==> config.mk <==
export PLATFORM = sky130hd
export DESIGN_NAME = sliding_window_transport_engine
export DESIGN_NICKNAME = d
export VERILOG_FILES = /design/src/rtl/swte_pkg.sv /design/src/rtl/swte_result_buf.sv /design/src/rtl/sliding_window_transport_engine.sv
export SDC_FILE = /design/constraint.sdc
export NUM_CORES = 1
export LEC_CHECK = 0
export ABC_AREA = 1
export BUFFER_PORTS_ARGS = -buffer_cell sky130_fd_sc_hd__buf_2
export CORE_AREA = 5 5 296 298
export CTS_CLUSTER_SIZE = 10
export DETAILED_ROUTE_END_ITERATION = 10
export DIE_AREA = 0 0 301 303
export PLACE_DENSITY_LB_ADDON = 0.05
export SLEW_MARGIN = 20
export SYNTH_ARGS = -nofsm -noshare
export SYNTH_HDL_FRONTEND = slang
export SYNTH_SLANG_ARGS = --single-unit
==> constraint.sdc <==
create_clock -name aclk -period 9.7 [get_ports aclk]
set_clock_uncertainty 0.2 [all_clocks]
set_input_delay 2.425 -clock aclk [delete_from_list [all_inputs] [get_ports aclk]]
set_output_delay 2.425 -clock aclk [all_outputs]
set_load 0.02 [all_outputs]
==> src/rtl/swte_pkg.sv <==
// Shared types and codes of the sliding window transport engine.
package swte_pkg;

    // Operation codes carried on the input channel.
    localparam logic [1:0] OP_HEADER = 2'd0;
    localparam logic [1:0] OP_SEND   = 2'd1;
    localparam logic [1:0] OP_TICK   = 2'd2;

    // Result kinds.
    localparam logic [2:0] KIND_DELIVER_IN   = 3'd0;
    localparam logic [2:0] KIND_DELIVER_SLOT = 3'd1;
    localparam logic [2:0] KIND_STORE_SLOT   = 3'd2;
    localparam logic [2:0] KIND_ACK          = 3'd3;
    localparam logic [2:0] KIND_SEND         = 3'd4;
    localparam logic [2:0] KIND_RESEND       = 3'd5;
    localparam logic [2:0] KIND_REFUSED      = 3'd6;
    localparam logic [2:0] KIND_DROPPED      = 3'd7;

    // Configuration register indexes.
    localparam logic [2:0] CFG_RTO_TICKS      = 3'd0;
    localparam logic [2:0] CFG_DUP_THRESHOLD  = 3'd1;
    localparam logic [2:0] CFG_INIT_SEND_SEQ  = 3'd2;
    localparam logic [2:0] CFG_INIT_EXP_SEQ   = 3'd3;
    localparam logic [2:0] CFG_INIT_PEER_WIN  = 3'd4;

    typedef struct packed {
        logic [2:0]  kind;
        logic [15:0] seq;
        logic [15:0] ack;
        logic [15:0] win;
        logic [3:0]  slot;
    } res_t;

    typedef struct packed {
        logic can_emit;
        logic out_free;
        logic pend_vld;
    } buf_status_t;

endpackage

==> src/rtl/swte_result_buf.sv <==
// Result holding stage: keeps the newest result back until it is known to be last.
module swte_result_buf (
    input  logic                      aclk,
    input  logic                      aresetn,
    input  logic                      emit_en,
    input  swte_pkg::res_t            emit_res,
    input  logic                      finish_en,
    output swte_pkg::buf_status_t     status,
    output logic                      m_tvalid,
    input  logic                      m_tready,
    output logic [55:0]               m_tdata,   // seq_out, ack_out, window_out, slot, zero fill
    output logic [2:0]                m_tuser,   // kind
    output logic                      m_tlast
);
    import swte_pkg::*;

    res_t pend_reg;
    logic pend_vld_reg;
    res_t out_reg;
    logic out_last_reg;
    logic m_tvalid_reg;
    logic out_free;
    logic push;

    assign out_free = !m_tvalid_reg || m_tready;
    assign push = (emit_en && pend_vld_reg) || finish_en;

    assign status.can_emit = !pend_vld_reg || out_free;
    assign status.out_free = out_free;
    assign status.pend_vld = pend_vld_reg;

    always_ff @(posedge aclk) begin
        if (!aresetn) begin
            pend_vld_reg <= 1'b0;
            m_tvalid_reg <= 1'b0;
        end else begin
            if (push) begin
                out_reg      <= pend_reg;
                out_last_reg <= finish_en;
                m_tvalid_reg <= 1'b1;
            end else if (m_tready) begin
                m_tvalid_reg <= 1'b0;
            end
            if (emit_en) begin
                pend_reg     <= emit_res;
                pend_vld_reg <= 1'b1;
            end else if (finish_en) begin
                pend_vld_reg <= 1'b0;
            end
        end
    end

    assign m_tvalid = m_tvalid_reg;
    assign m_tdata  = {4'd0, out_reg.slot, out_reg.win, out_reg.ack, out_reg.seq};
    assign m_tuser  = out_reg.kind;
    assign m_tlast  = out_last_reg;

endmodule

==> src/rtl/sliding_window_transport_engine.sv <==
// Top level of the sliding window transport engine.
// One event enters on the s_ channel per transfer: a received header, a send
// request or a timer tick (operation in s_tuser). The results it causes leave
// on the m_ channel in order; m_tlast marks the final result of an event, and
// an event that causes nothing produces no transfer.
// Events are taken one at a time: s_tready is high only while the engine is
// idle. The tags of unacked and reordered segments live in two memories with
// registered reads; a search walks one entry per cycle, and a drain pauses on
// a found slot while its result waits to go out. A header with ACK first scans
// the unacked tags; an in-order delivery then drains the reorder table and an
// out-of-order segment searches it for a slot. A send request scans the unacked
// tags, as does a tick when the timer expires.
// Results go through a holding stage and an output register, so the engine keeps
// working while one result waits; if m_tready stays low it stalls at its next
// result. Reset empties both tables, reloads the registers with their defaults
// and drops any result in flight. Configuration writes on cfg_wr_en load the
// register and the state it seeds; they belong in idle periods.
module sliding_window_transport_engine #(
    parameter int SEND_DEPTH        = 16,
    parameter int REORDER_DEPTH     = 16,
    parameter int MAX_PAYLOAD_BYTES = 1012
) (
    input  logic        aclk,
    input  logic        aresetn,
    input  logic        s_tvalid,
    output logic        s_tready,
    input  logic [63:0] s_tdata,   // seq_in, ack_in, length_in, window_in, zero fill
    input  logic [3:0]  s_tuser,   // operation, parity_ok, ack_flag
    output logic        m_tvalid,
    input  logic        m_tready,
    output logic [55:0] m_tdata,   // seq_out, ack_out, window_out, slot, zero fill
    output logic [2:0]  m_tuser,   // kind
    output logic        m_tlast,
    input  logic        cfg_wr_en,
    input  logic [2:0]  cfg_addr,
    input  logic [15:0] cfg_wr_data
);
    import swte_pkg::*;

    localparam int SIW  = (SEND_DEPTH > 1) ? $clog2(SEND_DEPTH) : 1;
    localparam int RIW  = (REORDER_DEPTH > 1) ? $clog2(REORDER_DEPTH) : 1;
    localparam int MAXD = (SEND_DEPTH > REORDER_DEPTH) ? SEND_DEPTH : REORDER_DEPTH;
    localparam int SCW  = $clog2(MAXD + 1);
    localparam int CNTW = $clog2(SEND_DEPTH + 1);
    localparam int MPW  = $clog2(MAX_PAYLOAD_BYTES + 1);
    localparam int PRW  = CNTW + 1 + MPW;

    typedef enum logic [3:0] {
        S_IDLE, S_DECIDE, S_ACKSCAN, S_DATA, S_DRAIN, S_DACK, S_RSCAN, S_RSTORE,
        S_SSCAN, S_SSTORE, S_TSCAN, S_TOUT, S_FAST, S_FINISH
    } state_t;

    state_t state_reg;

    // Configuration and protocol state.
    logic [15:0] rto_reg;
    logic [3:0]  thr_reg;
    logic [15:0] nss_reg, exp_reg, hack_reg, dup_seq_reg, pwin_reg, timer_reg;
    logic [3:0]  dup_cnt_reg;
    logic [CNTW-1:0] un_count_reg;
    logic [SEND_DEPTH-1:0]    un_valid_reg;
    logic [REORDER_DEPTH-1:0] ro_valid_reg;

    // Latched event.
    logic [1:0]  op_reg;
    logic        par_reg, ackf_reg;
    logic [15:0] seq_reg, ack_reg, win_reg;
    logic [9:0]  len_reg;

    // Scan machinery.
    logic [SCW-1:0] scan_reg, chk_idx_reg;
    logic           chk_vld_reg;
    logic           match_vld_reg, free_vld_reg;
    logic [SCW-1:0] match_reg, free_reg;
    logic [15:0]    min_tag_reg;

    // Tag memories.
    logic [15:0] un_mem [SEND_DEPTH];
    logic [15:0] ro_mem [REORDER_DEPTH];
    logic [15:0] un_rdata, ro_rdata;
    logic        un_re, ro_re, un_we, ro_we;
    logic [SIW-1:0] un_waddr;
    logic [RIW-1:0] ro_waddr;

    logic          emit_want, emit_en, hold, finish_en;
    res_t          emit_res;
    buf_status_t   bstat;
    logic          drain_hit, admit, scan_done_un, scan_done_ro;
    logic [3:0]    thr_eff;
    logic [15:0]   tick_next;
    logic [PRW-1:0] need_bytes;
    logic [SCW-1:0] pick;
    logic          pick_vld;

    assign s_tready = (state_reg == S_IDLE);

    assign thr_eff   = (thr_reg == 4'd0) ? 4'd1 : thr_reg;
    assign tick_next = (timer_reg == 16'hFFFF) ? timer_reg : timer_reg + 16'd1;
    assign need_bytes = PRW'({1'b0, un_count_reg} + 1'b1) * PRW'(MAX_PAYLOAD_BYTES);
    assign admit = need_bytes <= PRW'(pwin_reg);

    assign scan_done_un = (scan_reg == SCW'(SEND_DEPTH)) && !chk_vld_reg;
    assign scan_done_ro = (scan_reg == SCW'(REORDER_DEPTH)) && !chk_vld_reg;
    assign drain_hit = (state_reg == S_DRAIN) && chk_vld_reg
                       && ro_valid_reg[chk_idx_reg[RIW-1:0]] && (ro_rdata == exp_reg);

    assign pick_vld = match_vld_reg || free_vld_reg;
    assign pick     = match_vld_reg ? match_reg : free_reg;

    // What result, if any, the current state wants to hand out.
    always_comb begin
        emit_want = 1'b0;
        emit_res  = '0;
        unique case (state_reg)
            S_DECIDE: begin
                if (op_reg == OP_HEADER && !par_reg) begin
                    emit_want     = 1'b1;
                    emit_res.kind = KIND_DROPPED;
                    emit_res.seq  = seq_reg;
                end else if (op_reg == OP_SEND && len_reg != 10'd0 && !admit) begin
                    emit_want     = 1'b1;
                    emit_res.kind = KIND_REFUSED;
                    emit_res.seq  = nss_reg;
                    emit_res.ack  = exp_reg;
                    emit_res.win  = pwin_reg;
                end
            end
            S_DATA: begin
                if (len_reg != 10'd0 && seq_reg == exp_reg) begin
                    emit_want     = 1'b1;
                    emit_res.kind = KIND_DELIVER_IN;
                    emit_res.seq  = seq_reg;
                end
            end
            S_DRAIN: begin
                if (drain_hit) begin
                    emit_want     = 1'b1;
                    emit_res.kind = KIND_DELIVER_SLOT;
                    emit_res.seq  = exp_reg;
                    emit_res.slot = 4'(chk_idx_reg);
                end
            end
            S_DACK: begin
                emit_want     = 1'b1;
                emit_res.kind = KIND_ACK;
                emit_res.ack  = exp_reg;
                emit_res.win  = pwin_reg;
            end
            S_RSTORE: begin
                emit_want    = 1'b1;
                emit_res.seq = seq_reg;
                if (pick_vld) begin
                    emit_res.kind = KIND_STORE_SLOT;
                    emit_res.slot = 4'(pick);
                end else begin
                    emit_res.kind = KIND_DROPPED;
                end
            end
            S_SSTORE: begin
                emit_want    = 1'b1;
                emit_res.seq = nss_reg;
                emit_res.ack = exp_reg;
                emit_res.win = pwin_reg;
                if (pick_vld) begin
                    emit_res.kind = KIND_SEND;
                    emit_res.slot = 4'(pick);
                end else begin
                    emit_res.kind = KIND_REFUSED;
                end
            end
            S_TOUT: begin
                if (match_vld_reg) begin
                    emit_want     = 1'b1;
                    emit_res.kind = KIND_RESEND;
                    emit_res.seq  = min_tag_reg;
                    emit_res.slot = 4'(match_reg);
                end
            end
            S_FAST: begin
                if (dup_cnt_reg >= thr_eff) begin
                    emit_want     = 1'b1;
                    emit_res.kind = KIND_ACK;
                    emit_res.ack  = dup_seq_reg + 16'd1;
                    emit_res.win  = pwin_reg;
                end
            end
            default: ;
        endcase
    end

    assign emit_en   = emit_want && bstat.can_emit;
    assign hold      = emit_want && !bstat.can_emit;
    assign finish_en = (state_reg == S_FINISH) && bstat.pend_vld && bstat.out_free;

    assign un_re = (state_reg == S_ACKSCAN || state_reg == S_SSCAN || state_reg == S_TSCAN)
                   && (scan_reg < SCW'(SEND_DEPTH));
    assign ro_re = ((state_reg == S_DRAIN && !hold) || state_reg == S_RSCAN)
                   && (scan_reg < SCW'(REORDER_DEPTH));
    assign un_we = (state_reg == S_SSTORE) && emit_en && pick_vld;
    assign ro_we = (state_reg == S_RSTORE) && emit_en && pick_vld;
    assign un_waddr = pick[SIW-1:0];
    assign ro_waddr = pick[RIW-1:0];

    // Tags are written once per event, after every scan of that event, so a read
    // never meets a write to the same entry in flight.
    always_ff @(posedge aclk) begin
        if (un_we) begin
            un_mem[un_waddr] <= nss_reg;
        end
        if (un_re) begin
            un_rdata <= un_mem[scan_reg[SIW-1:0]];
        end
    end

    always_ff @(posedge aclk) begin
        if (ro_we) begin
            ro_mem[ro_waddr] <= seq_reg;
        end
        if (ro_re) begin
            ro_rdata <= ro_mem[scan_reg[RIW-1:0]];
        end
    end

    always_ff @(posedge aclk) begin
        if (!aresetn) begin
            state_reg     <= S_IDLE;
            rto_reg       <= 16'd1000;
            thr_reg       <= 4'd3;
            nss_reg       <= 16'd0;
            exp_reg       <= 16'd0;
            hack_reg      <= 16'd0;
            dup_cnt_reg   <= 4'd0;
            dup_seq_reg   <= 16'd0;
            pwin_reg      <= 16'd1012;
            timer_reg     <= 16'd0;
            un_count_reg  <= '0;
            un_valid_reg  <= '0;
            ro_valid_reg  <= '0;
            chk_vld_reg   <= 1'b0;
            scan_reg      <= '0;
        end else begin
            if (cfg_wr_en) begin
                unique case (cfg_addr)
                    CFG_RTO_TICKS:     rto_reg <= cfg_wr_data;
                    CFG_DUP_THRESHOLD: thr_reg <= cfg_wr_data[3:0];
                    CFG_INIT_SEND_SEQ: begin
                        nss_reg <= cfg_wr_data;
                    end
                    CFG_INIT_EXP_SEQ: begin
                        exp_reg  <= cfg_wr_data;
                        hack_reg <= cfg_wr_data;
                    end
                    CFG_INIT_PEER_WIN: begin
                        pwin_reg <= cfg_wr_data;
                    end
                    default: ;
                endcase
            end

            // Common scan stepping; the drain state manages its own pipeline.
            if (state_reg != S_DRAIN) begin
                if (un_re || ro_re) begin
                    scan_reg    <= scan_reg + 1'b1;
                    chk_idx_reg <= scan_reg;
                    chk_vld_reg <= 1'b1;
                end else begin
                    chk_vld_reg <= 1'b0;
                end
            end

            unique case (state_reg)
                S_IDLE: begin
                    if (s_tvalid) begin
                        op_reg    <= s_tuser[1:0];
                        par_reg   <= s_tuser[2];
                        ackf_reg  <= s_tuser[3];
                        seq_reg   <= s_tdata[15:0];
                        ack_reg   <= s_tdata[31:16];
                        len_reg   <= s_tdata[41:32];
                        win_reg   <= s_tdata[57:42];
                        state_reg <= S_DECIDE;
                    end
                end
                S_DECIDE: begin
                    scan_reg      <= '0;
                    match_vld_reg <= 1'b0;
                    free_vld_reg  <= 1'b0;
                    unique case (op_reg)
                        OP_HEADER: begin
                            if (!par_reg) begin
                                if (!hold) state_reg <= S_FAST;
                            end else begin
                                pwin_reg <= win_reg;
                                if (ackf_reg) begin
                                    timer_reg <= 16'd0;
                                    if (ack_reg > hack_reg) begin
                                        hack_reg    <= ack_reg;
                                        dup_cnt_reg <= 4'd0;
                                    end else if (ack_reg == hack_reg) begin
                                        if (dup_cnt_reg != 4'd15)
                                            dup_cnt_reg <= dup_cnt_reg + 4'd1;
                                        dup_seq_reg <= seq_reg;
                                    end
                                    state_reg <= S_ACKSCAN;
                                end else begin
                                    state_reg <= S_DATA;
                                end
                            end
                        end
                        OP_SEND: begin
                            if (len_reg == 10'd0) begin
                                state_reg <= S_FAST;
                            end else if (admit) begin
                                state_reg <= S_SSCAN;
                            end else if (!hold) begin
                                state_reg <= S_FAST;
                            end
                        end
                        OP_TICK: begin
                            if (tick_next < rto_reg) begin
                                timer_reg <= tick_next;
                                state_reg <= S_FAST;
                            end else begin
                                timer_reg <= 16'd0;
                                state_reg <= S_TSCAN;
                            end
                        end
                        default: state_reg <= S_FAST;
                    endcase
                end
                S_ACKSCAN: begin
                    if (chk_vld_reg && un_valid_reg[chk_idx_reg[SIW-1:0]]
                        && un_rdata < ack_reg) begin
                        un_valid_reg[chk_idx_reg[SIW-1:0]] <= 1'b0;
                        un_count_reg <= un_count_reg - 1'b1;
                    end
                    if (scan_done_un) state_reg <= S_DATA;
                end
                S_DATA: begin
                    scan_reg <= '0;
                    if (len_reg == 10'd0 || seq_reg < exp_reg) begin
                        state_reg <= S_FAST;
                    end else if (seq_reg == exp_reg) begin
                        if (!hold) begin
                            exp_reg   <= exp_reg + 16'd1;
                            state_reg <= S_DRAIN;
                        end
                    end else begin
                        state_reg <= S_RSCAN;
                    end
                end
                S_DRAIN: begin
                    if (drain_hit) begin
                        // A hit restarts the walk from entry zero for the next sequence.
                        if (!hold) begin
                            ro_valid_reg[chk_idx_reg[RIW-1:0]] <= 1'b0;
                            exp_reg     <= exp_reg + 16'd1;
                            scan_reg    <= '0;
                            chk_vld_reg <= 1'b0;
                        end
                    end else if (scan_done_ro) begin
                        state_reg <= S_DACK;
                    end else if (ro_re) begin
                        scan_reg    <= scan_reg + 1'b1;
                        chk_idx_reg <= scan_reg;
                        chk_vld_reg <= 1'b1;
                    end else begin
                        chk_vld_reg <= 1'b0;
                    end
                end
                S_DACK: begin
                    if (!hold) state_reg <= S_FAST;
                end
                S_RSCAN: begin
                    if (chk_vld_reg) begin
                        if (ro_valid_reg[chk_idx_reg[RIW-1:0]]) begin
                            if (ro_rdata == seq_reg && !match_vld_reg) begin
                                match_vld_reg <= 1'b1;
                                match_reg     <= chk_idx_reg;
                            end
                        end else if (!free_vld_reg) begin
                            free_vld_reg <= 1'b1;
                            free_reg     <= chk_idx_reg;
                        end
                    end
                    if (scan_done_ro) state_reg <= S_RSTORE;
                end
                S_RSTORE: begin
                    if (!hold) begin
                        if (pick_vld) ro_valid_reg[pick[RIW-1:0]] <= 1'b1;
                        state_reg <= S_FAST;
                    end
                end
                S_SSCAN: begin
                    if (chk_vld_reg) begin
                        if (un_valid_reg[chk_idx_reg[SIW-1:0]]) begin
                            if (un_rdata == nss_reg && !match_vld_reg) begin
                                match_vld_reg <= 1'b1;
                                match_reg     <= chk_idx_reg;
                            end
                        end else if (!free_vld_reg) begin
                            free_vld_reg <= 1'b1;
                            free_reg     <= chk_idx_reg;
                        end
                    end
                    if (scan_done_un) state_reg <= S_SSTORE;
                end
                S_SSTORE: begin
                    if (!hold) begin
                        if (pick_vld) begin
                            un_valid_reg[pick[SIW-1:0]] <= 1'b1;
                            if (!match_vld_reg) un_count_reg <= un_count_reg + 1'b1;
                            nss_reg <= nss_reg + 16'd1;
                        end
                        state_reg <= S_FAST;
                    end
                end
                S_TSCAN: begin
                    // Strict compare keeps the lowest-numbered entry among equal tags.
                    if (chk_vld_reg && un_valid_reg[chk_idx_reg[SIW-1:0]]
                        && (!match_vld_reg || un_rdata < min_tag_reg)) begin
                        match_vld_reg <= 1'b1;
                        match_reg     <= chk_idx_reg;
                        min_tag_reg   <= un_rdata;
                    end
                    if (scan_done_un) state_reg <= S_TOUT;
                end
                S_TOUT: begin
                    if (!hold) state_reg <= S_FAST;
                end
                S_FAST: begin
                    if (!hold) begin
                        if (emit_want) dup_cnt_reg <= 4'd0;
                        state_reg <= S_FINISH;
                    end
                end
                S_FINISH: begin
                    if (!bstat.pend_vld || bstat.out_free) state_reg <= S_IDLE;
                end
                default: state_reg <= S_IDLE;
            endcase
        end
    end

    swte_result_buf u_rbuf (
        .aclk      (aclk),
        .aresetn   (aresetn),
        .emit_en   (emit_en),
        .emit_res  (emit_res),
        .finish_en (finish_en),
        .status    (bstat),
        .m_tvalid  (m_tvalid),
        .m_tready  (m_tready),
        .m_tdata   (m_tdata),
        .m_tuser   (m_tuser),
        .m_tlast   (m_tlast)
    );

    // The occupancy counter must track the unacked valid bits exactly.
    a_un_count: assert property (@(posedge aclk) disable iff (!aresetn)
        un_count_reg == CNTW'($countones(un_valid_reg)))
        else $error("unacked count out of step with valid bits");

    // Only one event is ever in progress.
    a_one_event: assert property (@(posedge aclk) disable iff (!aresetn)
        s_tvalid && s_tready |=> !s_tready)
        else $error("second event accepted while busy");

    // Every result of an event is released before the next event is taken.
    a_idle_empty: assert property (@(posedge aclk) disable iff (!aresetn)
        s_tready |-> !bstat.pend_vld)
        else $error("held result left over at idle");

endmodule

==> flow_metrics.tcl, run 1 <==
set metrics [dict create \
    cts_buffers 105 \
    ys.flop_type "edfxtp_1" \
    setup_viol 0 \
    reg2regPathDepth 34 \
    clk_pin_slew_ns 0.06 \
    crit_start "un_count_reg[1]$_SDFFE_PN0P_" \
    power_mw 10.4 \
    yosysTopAreaCell "edfxtp_1" \
    rsz0062_at_grt "false" \
    critical_path_class "reg2reg" \
    cp_top_family "simple AND/OR/NAND/NOR gates" \
    fin_crit_sh_pct 85.7 \
    antenna_found_initial 2 \
    synth-seq-cells 916 \
    crit_path_end_kind "flop" \
    dp_hpwl_mm 81.5 \
    worstHoldPathCells 0 \
    ir_worst_vdd_mv 0.162 \
    final_common_cell "edfxtp_1" \
    area_delta_synth_final_pct 12.5 \
    path_depth 34 \
    crit_required_ns 10.11 \
    synth_edf_count 747 \
    grt_pass1_vias 28522 \
    rows 107 \
    syn_area_per_cell_um2 10.5 \
    seq_area_frac_synth_pct 61.6 \
    wire_per_inst_um 22.9 \
    clockBufferDepth 3 \
    root_buffer "clkbuf_16" \
    yosysWarnings 0 \
    place_congestion 0.953 \
    final_cell_mix "edfxtp_1 (747), nand2_1 (685), inv_1 (361)" \
    whs_endpoint "u_rbuf.m_tdata[33]$_DFFE_PP_" \
    clock_sinks 916 \
    drc 0 \
    tightest_slew_ns 1.12 \
    max_stage_delay_ns 0.58 \
    cts_resized 0 \
    worstHoldStart "u_rbuf.pend_reg[5]$_DFFE_PP_" \
    synth_top_area_share_pct 53.5 \
    htree_levels 3 \
    hold_class "reg2reg" \
    cp-start-kind "flop" \
    setup_tns_ns 0 \
    cp_slowest_cell "fa_1" \
    ff2ff_setup_slack_ns 1.39 \
    timing.rr.start "un_count_reg[1]$_SDFFE_PN0P_" \
    p_per_area_mw_per_mm2 220 \
    syn_inst 4001 \
    globalRouteOverflowTotal 0 \
    async_flop_share_pct 0 \
    vias_per_cell 5.72 \
    synth_area_mm2 0.0419 \
    grt_use_total_pct 26.4 \
    nNetsFinal 4393 \
    utilization_pct 55.8 \
    die-area_mm2 0.0912 \
    cts_tree "built" \
    p_leak_nw 17.3 \
    antenna_violating_nets_post_route 0 \
    port_buffers 143 \
    placeableCoreArea_mm2 0.0846 \
    register_area_mm2 0.0258 \
    fin_crit_ns 8.31 \
    path_max_fanout 30 \
    max_freq_mhz 120 \
    die_h_um 303 \
    hold_viol 0 \
    cts_setup_buffers 0 \
    grt_max_degree 107 \
    multiInputGateArea_mm2 0.0140 \
    hold_buffers 0 \
    grt_first_pass_wirelength_mm 181 \
    synth.distinct_cells 68 \
    vias 30695 \
    worstPathArrival_ns 8.72 \
    yosys-top-cells-area "edfxtp_1 (53%), dfxtp_1 (8.1%), nand2_1 (6.1%)" \
    r2r_end "ro_valid_reg[4]$_SDFFE_PN0P_" \
    pin_count 154 \
    initial_utilization_pct 49.6 \
    fillerInstances 7454 \
    max_slew_margin_pct 24.9 \
    clock_latency_ns 0.69 \
    maxCapViolCount 0 \
    first_iter_violations 3056 \
    drt-total-wl_mm 123 \
    crit_buf_inv 7 \
    die_w_um 301 \
    drt_first_pass_iters 6 \
    maxSlewViolCount 0 \
    drive_gt1_share_pct 11.1 \
    status "completed" \
]
-- layout make-up --
cell class / count / area share, %
Antenna cell: 1 / 0.00530
Clock buffer: 160 / 6.11
Clock inverter: 13 / 0.533
Inverter: 385 / 3.09
Multi-Input combinational cell: 2522 / 29.7
Sequential cell: 916 / 54.7
Tap cell: 1144 / 3.03
Timing Repair Buffer: 226 / 2.84
-- synthesized netlist by cell type (40+ instances only) --
cell and n:
a21oi_1 245, a221oi_1 42, a31oi_1 47, clkbuf_1 148
dfxtp_1 169, edfxtp_1 747, ha_1 130, inv_1 363
nand2_1 686, nand3_1 161, nand4_1 52, nor2_1 357
nor3_1 40, o21ai_0 350, o221ai_1 41, o22ai_1 71
xor2_1 42
-- cell families (layout without fill, tap and decap cells) --
group | Yosys count | count (layout) | share of synthesized area [%]
XOR/XNOR | 63 | 63 | 1.32
AND/OR/NAND/NOR | 1374 | 1374 | 14.0
other | 1 | 5 | 0.00894
buffers and inverters | 566 | 784 | 5.32
adder cells (fa/ha/maj) | 145 | 145 | 4.60
flip-flops | 916 | 916 | 61.6
AO/OA/AOI/OAI | 936 | 936 | 13.2
-- power by group --
group	total, mW	internal, mW	switching, mW	leakage [nW]
clock	3.65	2.10	1.55	1.50
combinational	2.09	0.539	1.55	7.64
sequential	4.64	4.47	0.170	8.21
-- worst max path at each step --
stage | endpoint | slack, ns
final | ro_valid_reg[4]$_SDFFE_PN0P_ | 1.39
after global routing | ro_valid_reg[5]$_SDFFE_PN0P_ | 0.70
after CTS | ro_valid_reg[4]$_SDFFE_PN0P_ | 1.43
after detailed placement | ro_valid_reg[4]$_SDFFE_PN0P_ | 1.41
after global placement | ro_valid_reg[5]$_SDFFE_PN0P_ | 1.47
after floorplan | u_rbuf.m_tdata[0]$_DFFE_PP_ | 1.22
-- worst reg2reg max path: cells and delay by family (launching register included) --
| family | cells | cell delay [ns] |
|---|---|---|
| adders and majority gates | 5 | 2.16 |
| DFF | 1 | 0.48 |
| and+or+nand+nor | 13 | 2.80 |
| xor gates and xnor gates | 1 | 0.14 |
| AOI/OAI and AO/OA | 8 | 1.26 |
| buffers and inverters | 7 | 1.20 |
-- metrics by stage --
stage	hold slack, ns	worst slack [ns]	std cells	instance area (µm²)
6_report	0.180	1.39	5367	47200
5_1_grt	0.177	0.703	5366	47200
4_1_cts	0.163	1.43	5366	47200
3_5_place_dp	0.205	1.41	5193	44100
3_3_place_gp	0.201	1.47	5193	44100
2_1_floorplan	0.200	1.22	4004	41900
-- layer usage --
| metal | vias to the layer above | track usage, % | part of all wire, % |
|---|---|---|---|
| met2 | 1158 | 41.7 | 46 |
| met4 | 0 | 8.51 | 3.3 |
| met3 | 209 | 3.89 | 7.3 |
| met5 | - | 0 | 0 |
| met1 | 14837 | 38.1 | 44 |
| li1 | 14491 | - | - |
No activity file was read; power rests on OpenSTA's default activity.
==> run 2: changes to the inputs <==
--- a/config.mk
+++ b/config.mk
@@ -7,10 +7,10 @@
 export LEC_CHECK = 0
 export ABC_AREA = 1
 export BUFFER_PORTS_ARGS = -buffer_cell sky130_fd_sc_hd__buf_2
-export CORE_AREA = 5 5 296 298
+export CORE_AREA = 5 5 211 418
 export CTS_CLUSTER_SIZE = 10
 export DETAILED_ROUTE_END_ITERATION = 10
-export DIE_AREA = 0 0 301 303
+export DIE_AREA = 0 0 216 423
 export PLACE_DENSITY_LB_ADDON = 0.05
 export SLEW_MARGIN = 20
 export SYNTH_ARGS = -nofsm -noshare
==> run 2 against run 1 <==
Net effect: critical path type unchanged; fmax shrank 0.27%; total power is 2.0% lower; die area grew 0.18%; utilization shrank 0.22 points; sequential cell count is the same; sequential share of layout area grew 0.32 points; register-to-register slack got worse by 0.02 ns; highest routed layer unchanged; cell count shrank 1.4%; combinational power decreased by 3%; cell area shrank 0.58%; non-clock buffer count grew 5; sequential power barely moved.
==> flow_metrics.tcl, run 2 (synthesis results as in run 1) <==
set metrics [dict create \
    switchingPower_mw 3.20 \
    r2r_end "ro_mem[6][7]$_DFFE_PP_" \
    crit_path_end_kind "flop" \
    vias 30817 \
    cts_buffers 102 \
    drc 0 \
    worstHoldStart "u_rbuf.pend_reg[50]$_DFFE_PP_" \
    wire_per_inst_um 25.0 \
    dp_hpwl_mm 90.7 \
    critical_path_class "reg2reg" \
    antenna_cells 0 \
    final_cell_mix "edfxtp_1 (747), nand2_1 (685), inv_1 (360)" \
    seqPwrFrac_pct 45.8 \
    grt_first_pass_wirelength_mm 193 \
    maxCapViolCount 0 \
    grt_max_degree 133 \
    first_iter_violations 2703 \
    antenna_found_initial 1 \
    place_congestion 0.987 \
    grt_pass1_vias 30597 \
    initial_utilization_pct 49.7 \
    drt-total-wl_mm 132 \
    cp-start-kind "flop" \
    nNetsFinal 4395 \
    cp_top_family "simple AND/OR/NAND/NOR gates" \
    setup_tns_ns 0 \
    root_buffer "clkbuf_16" \
    drive_gt1_share_pct 11.0 \
    cts_resized 0 \
    grt_use_total_pct 28.4 \
    p_comb_share_pct 20.0 \
    clock_latency_ns 0.72 \
    final_common_cell "edfxtp_1" \
    status "completed" \
    final_area_mm2 0.0469 \
    ir_worst_vdd_mv 0.174 \
    tightest_slew_ns 1.10 \
    clock_sinks 916 \
    p_int_mw 6.97 \
    reg2regPathDepth 33 \
    crit_top_cell "nand2_1" \
    p_per_area_mw_per_mm2 217 \
    rows 151 \
    ff2ff_setup_slack_ns 1.37 \
    swShare_pct 31.5 \
    placeableCoreArea_mm2 0.0845 \
    cp_slowest_cell "nor2_2" \
    htree_levels 3 \
    clock_power_share_pct 34.2 \
    cts_setup_buffers 0 \
    clockBufferDepth 3 \
    cts_tree "built" \
    antenna_violating_nets_post_route 0 \
    drt_first_pass_iters 6 \
    hold_viol 0 \
    dpl_cell_area_mm2 0.0440 \
    die_w_um 216 \
    path_depth 33 \
    p_leak_nw 17.3 \
    fin_crit_sh_pct 85.9 \
    path_max_fanout 16 \
    max_freq_mhz 120 \
    die_h_um 423 \
    max_stage_delay_ns 0.66 \
    rsz0062_at_grt "false" \
    setup_viol 0 \
    clk_pin_slew_ns 0.05 \
    crit_buf_inv 4 \
    port_buffers 143 \
    area_delta_synth_final_pct 11.9 \
    crit_required_ns 9.90 \
    utilization_pct 55.6 \
    globalRouteOverflowTotal 0 \
    instances_no_fill 5292 \
    dp_cells 5125 \
    worstPathArrival_ns 8.53 \
    hold_class "reg2reg" \
    hold_buffers 0 \
    worstHoldPathCells 0 \
    die-area_mm2 0.0914 \
    vias_per_cell 5.82 \
    maxSlewViolCount 0 \
    fin_crit_ns 8.33 \
    whs_endpoint "u_rbuf.m_tdata[14]$_DFFE_PP_" \
    timing.rr.start "un_count_reg[0]$_SDFFE_PN0P_" \
    pin_count 154 \
    max_slew_margin_pct 26.0 \
]
[run 2: per-stage QoR]
step                worst slack (ns)  power, mW  hold WS [ns]
global placement                1.29       6.75         0.201
CTS                             1.23       10.3         0.216
finish                          1.37       10.2         0.214
detailed placement              1.24       6.77         0.205
global route                   0.678       10.6         0.223
floorplan                       1.22       5.95         0.200
[run 2: routing by layer]
layer	part of all wire [%]	global-route usage, %
met5	0	0
met1	34	29.6
met2	52	50.8
met3	4.9	4.66
met4	9.2	21.4
[run 2: worst reg2reg max path, delay by kind of cell, from the launching register on]
| kind | cells | cell delay [ns] |
|---|---|---|
| and+or+nand+nor | 14 | 2.45 |
| adders and majority gates | 6 | 2.21 |
| buffers and inverters | 4 | 0.96 |
| AOI/OAI and AO/OA | 6 | 0.87 |
| xor gates and xnor gates | 3 | 0.85 |
| DFF | 1 | 0.50 |
[run 2: final cells by class]
cell class | count | area (µm²)
clock inverter | 8 | 119
tap | 1071 | 1340
clock buffer | 159 | 2790
sequential | 916 | 25800
timing repair buffer | 231 | 1380
multi-input combinational | 2522 | 14000
fill | 7415 | 37500
inverter | 385 | 1460
[run 2: how the worst max path moves through the flow]
stage                                       startpoint                          end  slack, ns
after floorplan           un_count_reg[0]$_SDFFE_PN0P_  u_rbuf.m_tdata[0]$_DFFE_PP_       1.22
after global placement    un_count_reg[0]$_SDFFE_PN0P_      ro_mem[6][14]$_DFFE_PP_       1.29
after detailed placement  un_count_reg[0]$_SDFFE_PN0P_      ro_mem[6][14]$_DFFE_PP_       1.24
after CTS                 un_count_reg[0]$_SDFFE_PN0P_       ro_mem[6][6]$_DFFE_PP_       1.23
after global routing      un_count_reg[0]$_SDFFE_PN0P_       ro_mem[6][9]$_DFFE_PP_       0.68
final                     un_count_reg[0]$_SDFFE_PN0P_       ro_mem[6][7]$_DFFE_PP_       1.37
[run 2: power by group through the flow]
stage,Combinational (mW),Sequential [mW],Clock [mW]
2_1_floorplan,1.31,4.64,0
3_3_place_gp,2.02,4.74,0
3_5_place_dp,2.04,4.74,0
4_1_cts,2.04,4.65,3.55
5_1_grt,2.25,4.67,3.72
6_report,2.03,4.66,3.48
